$ cat config.mk
export PLATFORM = sky130hd
export DESIGN_NAME = rotating_server_dispatcher
export DESIGN_NICKNAME = d
export VERILOG_FILES = /design/src/rtl/rsd_pkg.sv /design/src/rtl/rsd_ctrl.sv /design/src/rtl/rsd_datapath.sv /design/src/rtl/rotating_server_dispatcher.sv
export SDC_FILE = /design/constraint.sdc
export NUM_CORES = 2
export LEC_CHECK = 0
export ABC_CLOCK_PERIOD_IN_PS = 6900
export BUFFER_PORTS_ARGS = -buffer_cell sky130_fd_sc_hd__buf_2
export CORE_ASPECT_RATIO = 1.25
export CORE_UTILIZATION = 25
export CTS_BUF_LIST = sky130_fd_sc_hd__clkbuf_8
export CTS_CLUSTER_DIAMETER = 50
export DETAILED_ROUTE_END_ITERATION = 8
export GPL_TIMING_DRIVEN = 0
export PLACE_DENSITY = 0.38
export SLEW_MARGIN = 20
export SYNTH_ARGS = -nofsm -noshare
export SYNTH_HDL_FRONTEND = slang
export SYNTH_SLANG_ARGS = --single-unit
export TNS_END_PERCENT = 10
$ cat constraint.sdc
create_clock -name clock -period 6.9 [get_ports clock]
set_input_delay 1.38 -clock clock [delete_from_list [all_inputs] [get_ports clock]]
set_output_delay 1.38 -clock clock [all_outputs]
set_load 0.05 [all_outputs]
$ cat src/rtl/rsd_pkg.sv
// shared constants and types for the rotating server dispatcher
package rsd_pkg;

   localparam int MAX_SERVERS_DEF = 16;
   localparam int NUM_SERVERS_RST = 16;

   localparam int NUM_W    = 5;
   localparam int ARRIVE_W = 30;
   localparam int LOAD_W   = 30;
   localparam int TIME_W   = 31;
   localparam int COUNT_W  = 32;
   localparam int STATUS_W = 2;
   localparam int SERVER_W = 4;
   localparam int OPCODE_W = 1;

   localparam int REQ_DATA_W = ((ARRIVE_W + LOAD_W + 7) / 8) * 8;
   localparam int RSP_DATA_W = ((SERVER_W + COUNT_W + 7) / 8) * 8;

   localparam logic [OPCODE_W-1:0] OP_DISPATCH = 1'b0;
   localparam logic [OPCODE_W-1:0] OP_REPORT   = 1'b1;

   localparam logic [STATUS_W-1:0] STATUS_ASSIGNED = 2'd0;
   localparam logic [STATUS_W-1:0] STATUS_DROPPED  = 2'd1;
   localparam logic [STATUS_W-1:0] STATUS_BUSIEST  = 2'd2;

   typedef struct packed {
      logic capture;
      logic compare;
      logic dispatch;
      logic scan_max;
      logic scan_emit;
   } cmd_type;

   typedef struct packed {
      logic out_free;
      logic scan_last;
      logic scan_match;
   } sts_type;

endpackage

$ cat src/rtl/rsd_ctrl.sv
// controller state machine for request dispatch and busiest-server reports
module rsd_ctrl (
   input  logic             clock,
   input  logic             reset,
   input  logic             req_tvalid,
   output logic             req_tready,
   input  logic             req_op,
   input  rsd_pkg::sts_type sts,
   output rsd_pkg::cmd_type cmd
);

   typedef enum logic [2:0] {
      S_IDLE,
      S_CMP,
      S_PICK,
      S_SCAN,
      S_SEND
   } state_type;

   state_type state_ff;
   state_type state_in;

   always_comb begin
      state_in  = state_ff;
      cmd       = '0;
      req_tready = 1'b0;
      unique case (state_ff)
         S_IDLE: begin
            req_tready = 1'b1;
            if (req_tvalid) begin
               cmd.capture = 1'b1;
               state_in = (req_op == rsd_pkg::OP_DISPATCH) ? S_CMP : S_SCAN;
            end
         end
         S_CMP: begin
            cmd.compare = 1'b1;
            state_in = S_PICK;
         end
         S_PICK: begin
            if (sts.out_free) begin
               cmd.dispatch = 1'b1;
               state_in = S_IDLE;
            end
         end
         S_SCAN: begin
            cmd.scan_max = 1'b1;
            if (sts.scan_last) begin
               state_in = S_SEND;
            end
         end
         S_SEND: begin
            if (!sts.scan_match || sts.out_free) begin
               cmd.scan_emit = 1'b1;
               if (sts.scan_last) begin
                  state_in = S_IDLE;
               end
            end
         end
         default: state_in = S_IDLE;
      endcase
   end

   always_ff @(posedge clock) begin
      if (reset) begin
         state_ff <= S_IDLE;
      end else begin
         state_ff <= state_in;
      end
   end

endmodule

$ cat src/rtl/rsd_datapath.sv
// server tables, rotating pick, report scan and result register
module rsd_datapath #(
   parameter int MAX_SERVERS = rsd_pkg::MAX_SERVERS_DEF
) (
   input  logic                              clock,
   input  logic                              reset,
   input  logic                              csr_wr_en,
   input  logic [rsd_pkg::NUM_W-1:0]         csr_wr_data,
   input  logic [rsd_pkg::ARRIVE_W-1:0]      req_arrive,
   input  logic [rsd_pkg::LOAD_W-1:0]        req_load,
   input  rsd_pkg::cmd_type                  cmd,
   output rsd_pkg::sts_type                  sts,
   output logic                              rsp_tvalid,
   input  logic                              rsp_tready,
   output logic [rsd_pkg::RSP_DATA_W-1:0]    rsp_tdata,
   output logic [rsd_pkg::STATUS_W-1:0]      rsp_tuser,
   output logic                              rsp_tlast
);

   localparam int IDX_W = (MAX_SERVERS > 1) ? $clog2(MAX_SERVERS) : 1;
   localparam int CNT_W = $clog2(MAX_SERVERS + 1);
   localparam int K_RST = (rsd_pkg::NUM_SERVERS_RST > MAX_SERVERS) ?
                          MAX_SERVERS : rsd_pkg::NUM_SERVERS_RST;

   logic [rsd_pkg::TIME_W-1:0]   free_at_ff [MAX_SERVERS];
   logic [rsd_pkg::COUNT_W-1:0]  count_ff   [MAX_SERVERS];
   logic [MAX_SERVERS-1:0]       free_ff;
   logic [IDX_W-1:0]             pos_ff;
   logic [CNT_W-1:0]             k_ff;
   logic [rsd_pkg::ARRIVE_W-1:0] arrive_ff;
   logic [rsd_pkg::LOAD_W-1:0]   load_ff;
   logic [IDX_W-1:0]             scan_ff;
   logic [rsd_pkg::COUNT_W-1:0]  top_ff;
   logic [IDX_W-1:0]             lastidx_ff;

   logic                         out_valid_ff;
   logic [rsd_pkg::STATUS_W-1:0] out_status_ff;
   logic [rsd_pkg::SERVER_W-1:0] out_server_ff;
   logic [rsd_pkg::COUNT_W-1:0]  out_count_ff;
   logic                         out_last_ff;

   logic [MAX_SERVERS-1:0]       avail;
   logic [MAX_SERVERS-1:0]       ahead;
   logic [MAX_SERVERS-1:0]       cand;
   logic [MAX_SERVERS-1:0]       onehot;
   logic [IDX_W-1:0]             pick;
   logic                         found;
   logic [IDX_W-1:0]             rd_idx;
   logic [rsd_pkg::COUNT_W-1:0]  cnt_rd;
   logic [rsd_pkg::COUNT_W-1:0]  cnt_next;
   logic [rsd_pkg::TIME_W-1:0]   done_at;
   logic [CNT_W-1:0]             pos_inc;
   logic [CNT_W-1:0]             scan_inc;
   logic [CNT_W-1:0]             k_in;
   logic                         out_load;

   // rotating pick: prefer free servers at or after the position, else lowest
   always_comb begin
      pick = '0;
      for (int i = 0; i < MAX_SERVERS; i++) begin
         avail[i] = free_ff[i] && (CNT_W'(i) < k_ff);
         ahead[i] = avail[i] && (IDX_W'(i) >= pos_ff);
      end
      cand   = (|ahead) ? ahead : avail;
      onehot = cand & (~cand + MAX_SERVERS'(1));
      found  = |avail;
      for (int i = 0; i < MAX_SERVERS; i++) begin
         if (onehot[i]) begin
            pick = pick | IDX_W'(i);
         end
      end
   end

   assign rd_idx   = cmd.dispatch ? pick : scan_ff;
   assign cnt_rd   = count_ff[rd_idx];
   assign cnt_next = (cnt_rd == '1) ? cnt_rd : cnt_rd + rsd_pkg::COUNT_W'(1);
   assign done_at  = rsd_pkg::TIME_W'(arrive_ff) + rsd_pkg::TIME_W'(load_ff);
   assign pos_inc  = CNT_W'(pos_ff) + CNT_W'(1);
   assign scan_inc = CNT_W'(scan_ff) + CNT_W'(1);

   always_comb begin
      if (csr_wr_data == '0) begin
         k_in = CNT_W'(1);
      end else if (int'(csr_wr_data) > MAX_SERVERS) begin
         k_in = CNT_W'(MAX_SERVERS);
      end else begin
         k_in = CNT_W'(csr_wr_data);
      end
   end

   assign sts.out_free   = !out_valid_ff || rsp_tready;
   assign sts.scan_last  = (scan_inc >= k_ff);
   assign sts.scan_match = (cnt_rd == top_ff);

   assign out_load = cmd.dispatch || (cmd.scan_emit && sts.scan_match);

   always_ff @(posedge clock) begin
      if (reset) begin
         for (int i = 0; i < MAX_SERVERS; i++) begin
            free_at_ff[i] <= '0;
            count_ff[i]   <= '0;
         end
         pos_ff       <= '0;
         k_ff         <= CNT_W'(K_RST);
         out_valid_ff <= 1'b0;
      end else begin
         if (csr_wr_en) begin
            k_ff <= k_in;
         end
         if (cmd.dispatch) begin
            pos_ff <= (pos_inc >= k_ff) ? '0 : IDX_W'(pos_inc);
            if (found) begin
               free_at_ff[pick] <= done_at;
               count_ff[pick]   <= cnt_next;
            end
         end
         if (out_load) begin
            out_valid_ff <= 1'b1;
         end else if (rsp_tready) begin
            out_valid_ff <= 1'b0;
         end
      end
   end

   always_ff @(posedge clock) begin
      if (cmd.capture) begin
         arrive_ff  <= req_arrive;
         load_ff    <= req_load;
         scan_ff    <= '0;
         top_ff     <= '0;
         lastidx_ff <= '0;
      end
      if (cmd.compare) begin
         for (int i = 0; i < MAX_SERVERS; i++) begin
            free_ff[i] <= (free_at_ff[i] <= rsd_pkg::TIME_W'(arrive_ff));
         end
      end
      if (cmd.scan_max) begin
         if (cnt_rd > top_ff) begin
            top_ff     <= cnt_rd;
            lastidx_ff <= scan_ff;
         end else if (cnt_rd == top_ff) begin
            lastidx_ff <= scan_ff;
         end
         scan_ff <= sts.scan_last ? '0 : IDX_W'(scan_inc);
      end
      if (cmd.scan_emit) begin
         scan_ff <= IDX_W'(scan_inc);
      end
      if (cmd.dispatch) begin
         out_status_ff <= found ? rsd_pkg::STATUS_ASSIGNED : rsd_pkg::STATUS_DROPPED;
         out_server_ff <= found ? rsd_pkg::SERVER_W'(pick) : '0;
         out_count_ff  <= found ? cnt_next : '0;
         out_last_ff   <= 1'b1;
      end else if (cmd.scan_emit && sts.scan_match) begin
         out_status_ff <= rsd_pkg::STATUS_BUSIEST;
         out_server_ff <= rsd_pkg::SERVER_W'(scan_ff);
         out_count_ff  <= top_ff;
         out_last_ff   <= (scan_ff == lastidx_ff);
      end
   end

   assign rsp_tvalid = out_valid_ff;
   assign rsp_tuser  = out_status_ff;
   assign rsp_tlast  = out_last_ff;
   assign rsp_tdata  = rsd_pkg::RSP_DATA_W'({out_count_ff, out_server_ff});

endmodule

$ cat src/rtl/rotating_server_dispatcher.sv
// top level of the rotating server dispatcher
//
// channel   | direction | tdata (low bit up)                  | tuser          | tlast
// req_      | in        | arrival_time[29:0], load_time[59:30] | opcode         | -
// rsp_      | out       | server[3:0], handled_count[35:4]     | status         | last
// csr_      | in        | num_servers, written when csr_wr_en is high
//
// a dispatch request holds the input through the accepting state, a state that registers
// the free compare over all servers, and a state for the rotating pick and table update
// a report request holds the input through the accepting state, then a max scan
// and an emit scan over the count table, one server per cycle; emits stall while full
// one request is in flight at a time; reset is synchronous and clears all tables
module rotating_server_dispatcher #(
   parameter int MAX_SERVERS = rsd_pkg::MAX_SERVERS_DEF
) (
   input  logic                           clock,
   input  logic                           reset,
   input  logic                           csr_wr_en,
   input  logic [rsd_pkg::NUM_W-1:0]      csr_wr_data,   // num_servers
   input  logic                           req_tvalid,
   output logic                           req_tready,
   input  logic [rsd_pkg::REQ_DATA_W-1:0] req_tdata,     // arrival_time, load_time
   input  logic [rsd_pkg::OPCODE_W-1:0]   req_tuser,     // opcode
   output logic                           rsp_tvalid,
   input  logic                           rsp_tready,
   output logic [rsd_pkg::RSP_DATA_W-1:0] rsp_tdata,     // server, handled_count
   output logic [rsd_pkg::STATUS_W-1:0]   rsp_tuser,     // status
   output logic                           rsp_tlast
);

   rsd_pkg::cmd_type cmd;
   rsd_pkg::sts_type sts;

   rsd_ctrl u_ctrl (
      .clock      (clock),
      .reset      (reset),
      .req_tvalid (req_tvalid),
      .req_tready (req_tready),
      .req_op     (req_tuser[0]),
      .sts        (sts),
      .cmd        (cmd)
   );

   rsd_datapath #(
      .MAX_SERVERS (MAX_SERVERS)
   ) u_datapath (
      .clock       (clock),
      .reset       (reset),
      .csr_wr_en   (csr_wr_en),
      .csr_wr_data (csr_wr_data),
      .req_arrive  (req_tdata[rsd_pkg::ARRIVE_W-1:0]),
      .req_load    (req_tdata[rsd_pkg::ARRIVE_W +: rsd_pkg::LOAD_W]),
      .cmd         (cmd),
      .sts         (sts),
      .rsp_tvalid  (rsp_tvalid),
      .rsp_tready  (rsp_tready),
      .rsp_tdata   (rsp_tdata),
      .rsp_tuser   (rsp_tuser),
      .rsp_tlast   (rsp_tlast)
   );

endmodule
* Yosys cells after proc, flatten, opt, wreduce, memory -nomap -nowiden
Memory sizes are Yosys's and may differ from the RTL's.
Index checks and enable logic that the tools add are counted.
** Storage, ports and cells
- Register bits :: 168
- Bits in writable memories :: 1008
- Input port bits :: 75
- Output and inout port bits :: 45
- Logic and storage cells :: 206
- Memories :: 2
** Cells by class
- Add/subtract/negate cells :: 5
- Order comparisons :: 52
- Equality and inequality tests :: 12
- Muxes and demuxes :: 71
- Bitwise gates (word level) :: 2
- Reductions and logical operators :: 48
** Memories
- u_datapath.count_ff :: depth 16, width 32, rd ports 1, clocked after Yosys merged registers in 0, wr ports 16, RTL line rsd_datapath.sv:26 : logic [rsd_pkg::COUNT_W-1:0] count_ff [MAX_SERVERS];
- u_datapath.free_at_ff :: depth 16, width 31, rd ports 16, clocked after Yosys merged registers in 0, wr ports 16, RTL line rsd_datapath.sv:25 : logic [rsd_pkg::TIME_W-1:0] free_at_ff [MAX_SERVERS];
** Operator list (count)
- 31-bit by 30-bit less-or-equal comparator with 1-bit output :: 16
- 32-bit two-way mux :: 8
- 4-bit two-way mux :: 23
- 4-bit by 5-bit < comparator with 1-bit output, first input constant :: 8
- 1-bit logical AND :: 33
- 32-bit by 1-bit adder with 32-bit output, second input constant :: 1
- 32-bit == test :: 1
- 32-bit == test, second input constant :: 1
- 4-bit greater-or-equal comparator, first input constant :: 8
- 32-bit greater-than comparator :: 1
- 16-bit OR reduction :: 2
- 32-bit OR reduction :: 1
- 30-bit by 30-bit adder with 31-bit output :: 1
- 31-bit two-way mux :: 1
- 31-bit OR reduction :: 1
- 3-bit two-way mux :: 9
- 1-bit two-way mux :: 21
- 3-bit by 5-bit < comparator with 1-bit output, first input constant :: 4
- 16-bit by 1-bit adder with 16-bit output, second input constant :: 1
- 16-bit AND :: 1
- 3-bit by 4-bit greater-or-equal comparator with 1-bit output, first input constant :: 4
- 16-bit two-way mux :: 1
- 16-bit NOT :: 1
- 3-bit one-hot mux with 5 select lines :: 1
- 22 further kinds :: 41

* Depth between registers and ports, before layout
An unclocked memory read counts as a cell.
- Depth after elaboration :: 33
- Gate-level depth with buffers :: 40
- Gate-level depth less buffers :: 32

* Hierarchy
From an unflattened synthesis, not the netlist that was laid out.
** Second synthesis, totals
- Cell total of the unflattened synthesis :: 5239
- Area total of the unflattened synthesis :: 61306.3 sq um
** Modules (own cells, without submodules)
- rsd_datapath :: instances 1, cells an instance 5210, area an instance 61091.1 sq um, sequential area each 34753.3 sq um
- rsd_ctrl :: instances 1, cells an instance 29, area an instance 215.2 sq um, sequential area each 60.1 sq um

* Least setup slack after synthesis
No wires, ideal clock.
- Path kind :: flip-flop to flip-flop
- Start :: reg u_datapath.pos_ff[0]
- End :: reg u_datapath.top_ff[8] (netlist name)
- Library setup time :: 0.077 ns
- Arrival time :: 6.785 ns
- Required time :: 6.823 ns
- Slack :: 0.039 ns
- Cell stages (with the launch flop) :: 41
- Path buffers :: 9
- Cell sequence :: dfxtp_1 -> inv_1 -> ha_1 -> nand2b_1 -> a2111oi_0 -> a2111oi_0 -> or4_1 -> buf_2 -> buf_6 -> o31ai_1 -> nor2_1 -> o211ai_1 -> o211ai_2 -> inv_2 -> buf_6 -> buf_4 -> buf_6 -> buf_4 -> [5 not listed] -> ha_1 -> nor2b_1 -> o21a_1 -> o21ai_0 -> nand2b_1 -> a21oi_1 -> nor2b_1 -> o21ai_0 -> nand2b_1 -> a21oi_1 -> o221ai_1 -> a21oi_1 -> inv_1 -> nand3_1 -> clkbuf_1 -> clkbuf_1 -> nand3_1 -> o21ai_0
** On the way
- Longest elaborated chain between the ends :: 27
- Elaborated cells on any way between the ends :: 57
- Those cells by class :: add/sub: 1; order compare: 17; mux: 19; bitwise: 2; reduce/logical: 17; memory: 1
** RTL lines
- start, declared :: RTL line rsd_datapath.sv:28 : logic [IDX_W-1:0] pos_ff;
- start signal, assigned :: RTL line rsd_datapath.sv:111 : pos_ff <= (pos_inc >= k_ff) ? '0 : IDX_W'(pos_inc);
- 1-bit by 4-bit greater-or-equal comparator with 1-bit output (tied with other cells) :: RTL line rsd_datapath.sv:62 : ahead[i] = avail[i] && (IDX_W'(i) >= pos_ff);
- 1-bit logical AND :: RTL line rsd_datapath.sv:62
- 16-bit OR reduction :: RTL line rsd_datapath.sv:64 : cand = (|ahead) ? ahead : avail;
- 16-bit two-way mux (*) :: RTL line rsd_datapath.sv:64
- 16-bit NOT :: RTL line rsd_datapath.sv:65 : onehot = cand & (~cand + MAX_SERVERS'(1));
- 16-bit by 1-bit adder with 16-bit output :: RTL line rsd_datapath.sv:65
- 16-bit AND (*) :: RTL line rsd_datapath.sv:65
- 1-bit two-way mux :: RTL line rsd_datapath.sv:68 : if (onehot[i]) begin
- 2-bit two-way mux (2 in a row) :: RTL line rsd_datapath.sv:68
- 3-bit two-way mux (4 in a row) :: RTL line rsd_datapath.sv:68
- 4-bit two-way mux (7 in a row) :: RTL line rsd_datapath.sv:68
- 4-bit two-way mux (*) :: RTL line rsd_datapath.sv:68
- 4-bit two-way mux (*) :: RTL line rsd_datapath.sv:74 : assign rd_idx = cmd.dispatch ? pick : scan_ff;
- memory read 16 x 32 bit (*)
- 32-bit greater-than comparator :: RTL line rsd_datapath.sv:139 : if (cnt_rd > top_ff) begin
- 32-bit two-way mux (*) :: RTL line rsd_datapath.sv:139
- 32-bit two-way mux (*) :: RTL line rsd_datapath.sv:138 : if (cmd.scan_max) begin
- end signal, assigned :: RTL line rsd_datapath.sv:140 : top_ff <= cnt_rd;
- end, declared :: RTL line rsd_datapath.sv:33 : logic [rsd_pkg::COUNT_W-1:0] top_ff;
Mark *: on every way between the ends. The rest lies on a longest branch, timed or not.
A chain may end at the register's enable or synchronous reset.

==> reports/results.ini <==
[run_status]
status = finished with violations
failed_checks = negative setup slack

[layout]
area_growth_pct = 23.44
seqCellArea_sq_um = 34830
fin_util = 0.3102
final_cell_area_sq_um = 76640
drive_above_1_share = 0.1892
multi_input_area_sq_um = 27270
nets = 6648
fillCellCount = 25481

[placement]
dp_hpwl_microns = 189200
placed_area_sq_um = 68490
gp_congestion = 0.8638
portBuffers = 111

[logic_synthesis]
synth-seq-cells = 1176
synth-async-reset-ratio = 0
ys_types = 111
syn_area_per_cell_sq_um = 11.43
yosysMostFrequentCell = edfxtp_1
netlist_area_sq_um = 62090
yosysTopAreaCell = edfxtp_1
ys_seq_area_frac = 0.5607
ys.flop_type = edfxtp_1
yosysWarnings = 0
ys_top_cells_by_count = edfxtp_1, nor2_1, ha_1, a21oi_1, nand2_1
syn_inst = 5433
synth.area.top_cells = edfxtp_1, ha_1, nor2_1, a21oi_1, mux2i_1
synth_edf_count = 1126
synth_top_area_frac = 0.5446

[floorplan]
dieArea_sq_um = 250400
core-area_sq_um = 247100
die_w_microns = 447.7
top_level_ports = 120
num_rows = 204
die_h_microns = 559.2
start_util = 0.2513

[route]
drc_errors = 0
wl_microns = 278000
routedWlPerCell_microns = 29.27
first_iter_violations = 3888
avgViaCountPerCell = 5.071
dr.pass1.iters = 5
ant_nets = 0
vias = 48146

[power]
p_int_uw = 13420
p_per_area_nw_per_um2 = 276.5
power_frac_seq = 0.392
clkPwrFrac = 0.306
leakagePower_uw = 0.03018
swShare = 0.3665
netSwitchingPower_uw = 7766
share_comb_of_total_power = 0.302
ir_worst_vdd_v = 0.0001960

[clocking]
cts.clk_slew.worst_paths_ns = 0.06
cts_buffers = 224
ctsHtreeMaxLevel = 4
cts_root_buf = clkbuf_8
clock_latency_ns = 1.01
clockBufferDepth = 3
clock_sinks = 1176
cts_tree = done
ctsHoldBuffers = 0

[setup_path]
crit_start = u_datapath.k_ff[0]
cp-start-kind = register
cp_common_cell = or4_4
rrSetupSlack_ns = -0.02
crit_path_end = u_datapath.count_ff[14][1]
crit_path_max_fanout = 10
cpPeakStageDelay_ns = 0.72
cp_cell_sequence = or4_4, nand4_1, o211ai_1, or4_4, a211oi_4, buf_6, and4b_4, buf_4, o211ai_1, a31o_4, inv_1, nor2_4, buf_12, o21ai_0, o311ai_4, buf_4, nand3_4, or4_4, nor4_4, buf_6, mux2i_4, buf_8, clkbuf_8, nor2_1
cp_data_arrival_time_ns = 7.60
reg2reg_depth = 24
reg2reg_to = u_datapath.count_ff[14][1]
cpLargestDelayFamily = simple AND/OR/NAND/NOR gates
worst-path-buf-inv = 8
cp.required_ns = 7.58
crit_type = reg -> reg
crit_slowest_cell = o311ai_4
cp_num_cells = 24
crit_path_end_kind = register
r2r-start = u_datapath.k_ff[0]

[timing]
skew_ns = 0.05779
whs_ns = 0.4642
period_minus_slack_ns = 6.918
fmax_mhz = 144.5
period_share = 1.003
fin_ws_ns = -0.01831
slew_headroom = 0.1680
rsz0062_at_grt = yes
setup_viol = 19
tns_ns = -0.1095
slew_viol_final = 0
tightest_slew_ns = 1.248
finalHoldViolCount = 0

[global_route]
gr-total-overflow = 0
grt_use_total = 0.2163
grt_pass1_wl_microns = 379000
grt_max_degree = 55
grt_antenna_before_repair = 7
grt_pass1_vias = 48375

[worst_hold_path]
min_path_cells = 2
hold_path_class = reg -> reg

[run]
drv_cap = 0

==> cells by family after synthesis <==
group / Yosys count / synth area share
AO/OA/AOI/OAI: 1080 / 0.1158
XOR/XNOR: 48 / 0.006892
adder cells (fa/ha/maj): 559 / 0.1128
buffers and inverters: 480 / 0.03337
flip-flops: 1176 / 0.5607
multiplexers: 153 / 0.02493
other: 1 / 0.00006040
AND/OR/NAND/NOR: 1936 / 0.1455
==> tightest hold or removal path, delay by kind of cell (launching register included) <==
| family | cells | cell delay [ns] |
|---|---|---|
| flops | 1 | 0.32 |
| compound gates | 1 | 0.05 |
| simple gates | 1 | 0.05 |
==> state kept, by name, indices dropped and copies added (netlist names), 4 cells and up <==
signal and cells:
u_datapath.out_server_ff 4, u_datapath.top_ff 32, u_datapath.pos_ff 4, u_datapath.out_count_ff 32, u_datapath.scan_ff 4, u_datapath.count_ff 512, u_datapath.free_ff 16, u_datapath.load_ff 30
u_datapath.free_at_ff 496, u_datapath.lastidx_ff 4, u_datapath.k_ff 5, u_datapath.arrive_ff 30
==> layer usage <==
metal  wire length [microns]  vias up  global-route usage
li1                        -    21481                   -
met1                  111000    24634              0.2568
met2                  138300     1503              0.3796
met3                   12750      526             0.02947
met4                   15890        2              0.1065
met5                      20        -                   0
==> power by group through the flow <==
stage / registers [uW] / logic, uW / clock network (uW)
2_1_floorplan: 8500 / 2700 / 0
3_3_place_gp: 8500 / 5160 / 0
3_5_place_dp: 8440 / 5420 / 0
4_1_cts: 8300 / 6110 / 6620
5_1_grt: 8330 / 6680 / 6890
6_report: 8300 / 6400 / 6490
==> area by class of cell <==
type | count | area share
antenna | 4 | 0.0001306
buffer | 309 | 0.02950
clock buffer | 232 | 0.04166
clock inverter | 175 | 0.01071
inverter | 160 | 0.008309
multi-input combinational | 3780 | 0.3559
sequential | 1176 | 0.4545
tap | 3296 | 0.05381
timing repair buffer | 363 | 0.04555
==> stage by stage <==
stage | power, uW | instances | setup WS [ns]
2_1_floorplan | 11200 | 5436 | 0.03879
3_3_place_gp | 13660 | 8843 | -4.398
3_5_place_dp | 13860 | 8908 | -3.472
4_1_cts | 21030 | 9421 | -0.002983
5_1_grt | 21900 | 9493 | -0.2429
6_report | 21190 | 9495 | -0.01831
==> cell usage in the layout (no fill, tap or decap), types with 26 or more instances in the layout <==
| master | Yosys | routed |
|---|---|---|
| nand4_1 | 116 | 116 |
| inv_1 | 155 | 220 |
| ha_1 | 558 | 551 |
| nand3_1 | 155 | 116 |
| a311oi_1 | 33 | 28 |
| buf_16 | 0 | 26 |
| buf_6 | 10 | 52 |
| a31oi_1 | 37 | 31 |
| dfxtp_1 | 50 | 44 |
| buf_4 | 30 | 183 |
| and3_1 | 47 | 42 |
| a21oi_1 | 293 | 282 |
| buf_2 | 66 | 137 |
| o31ai_1 | 32 | 26 |
| o21ai_0 | 221 | 176 |
| nor3_1 | 83 | 71 |
| o211ai_1 | 27 | 27 |
| nor2_1 | 977 | 971 |
| a211oi_1 | 65 | 59 |
| edfxtp_1 | 1126 | 1126 |
| buf_12 | 0 | 52 |
| clkbuf_1 | 208 | 132 |
| clkbuf_8 | 0 | 235 |
| nand3_2 | 3 | 36 |
| nor2b_1 | 89 | 87 |
| o21ai_1 | 7 | 41 |
| nand2_1 | 234 | 218 |
| clkinv_1 | 1 | 49 |
| a21o_1 | 119 | 117 |
| inv_2 | 4 | 26 |
| nand2b_1 | 102 | 85 |
| mux2i_1 | 140 | 127 |
| clkbuf_2 | 0 | 47 |
==> what timing repair did <==
item | CTS | global route
buffers inserted | 110 | 67
resized for setup | 418 | 218
setup endpoints to repair | 629 | 582
pin swaps | 53 | 89
gates cloned | 2 | 8
==> worst min-delay path by stage <==
stage,slack (ns),end,startpoint
CTS,0.41,u_datapath.load_ff[13],req_tdata[43]
global placement,0.44,u_datapath.top_ff[3],u_datapath.top_ff[3]
detailed placement,0.45,u_datapath.top_ff[3],u_datapath.top_ff[3]
global route,0.48,u_datapath.load_ff[12],req_tdata[42]
finish,0.46,u_datapath.top_ff[8],u_datapath.top_ff[8]
floorplan,0.43,u_datapath.top_ff[3],u_datapath.top_ff[3]
No activity file was read; power rests on OpenSTA's default activity.
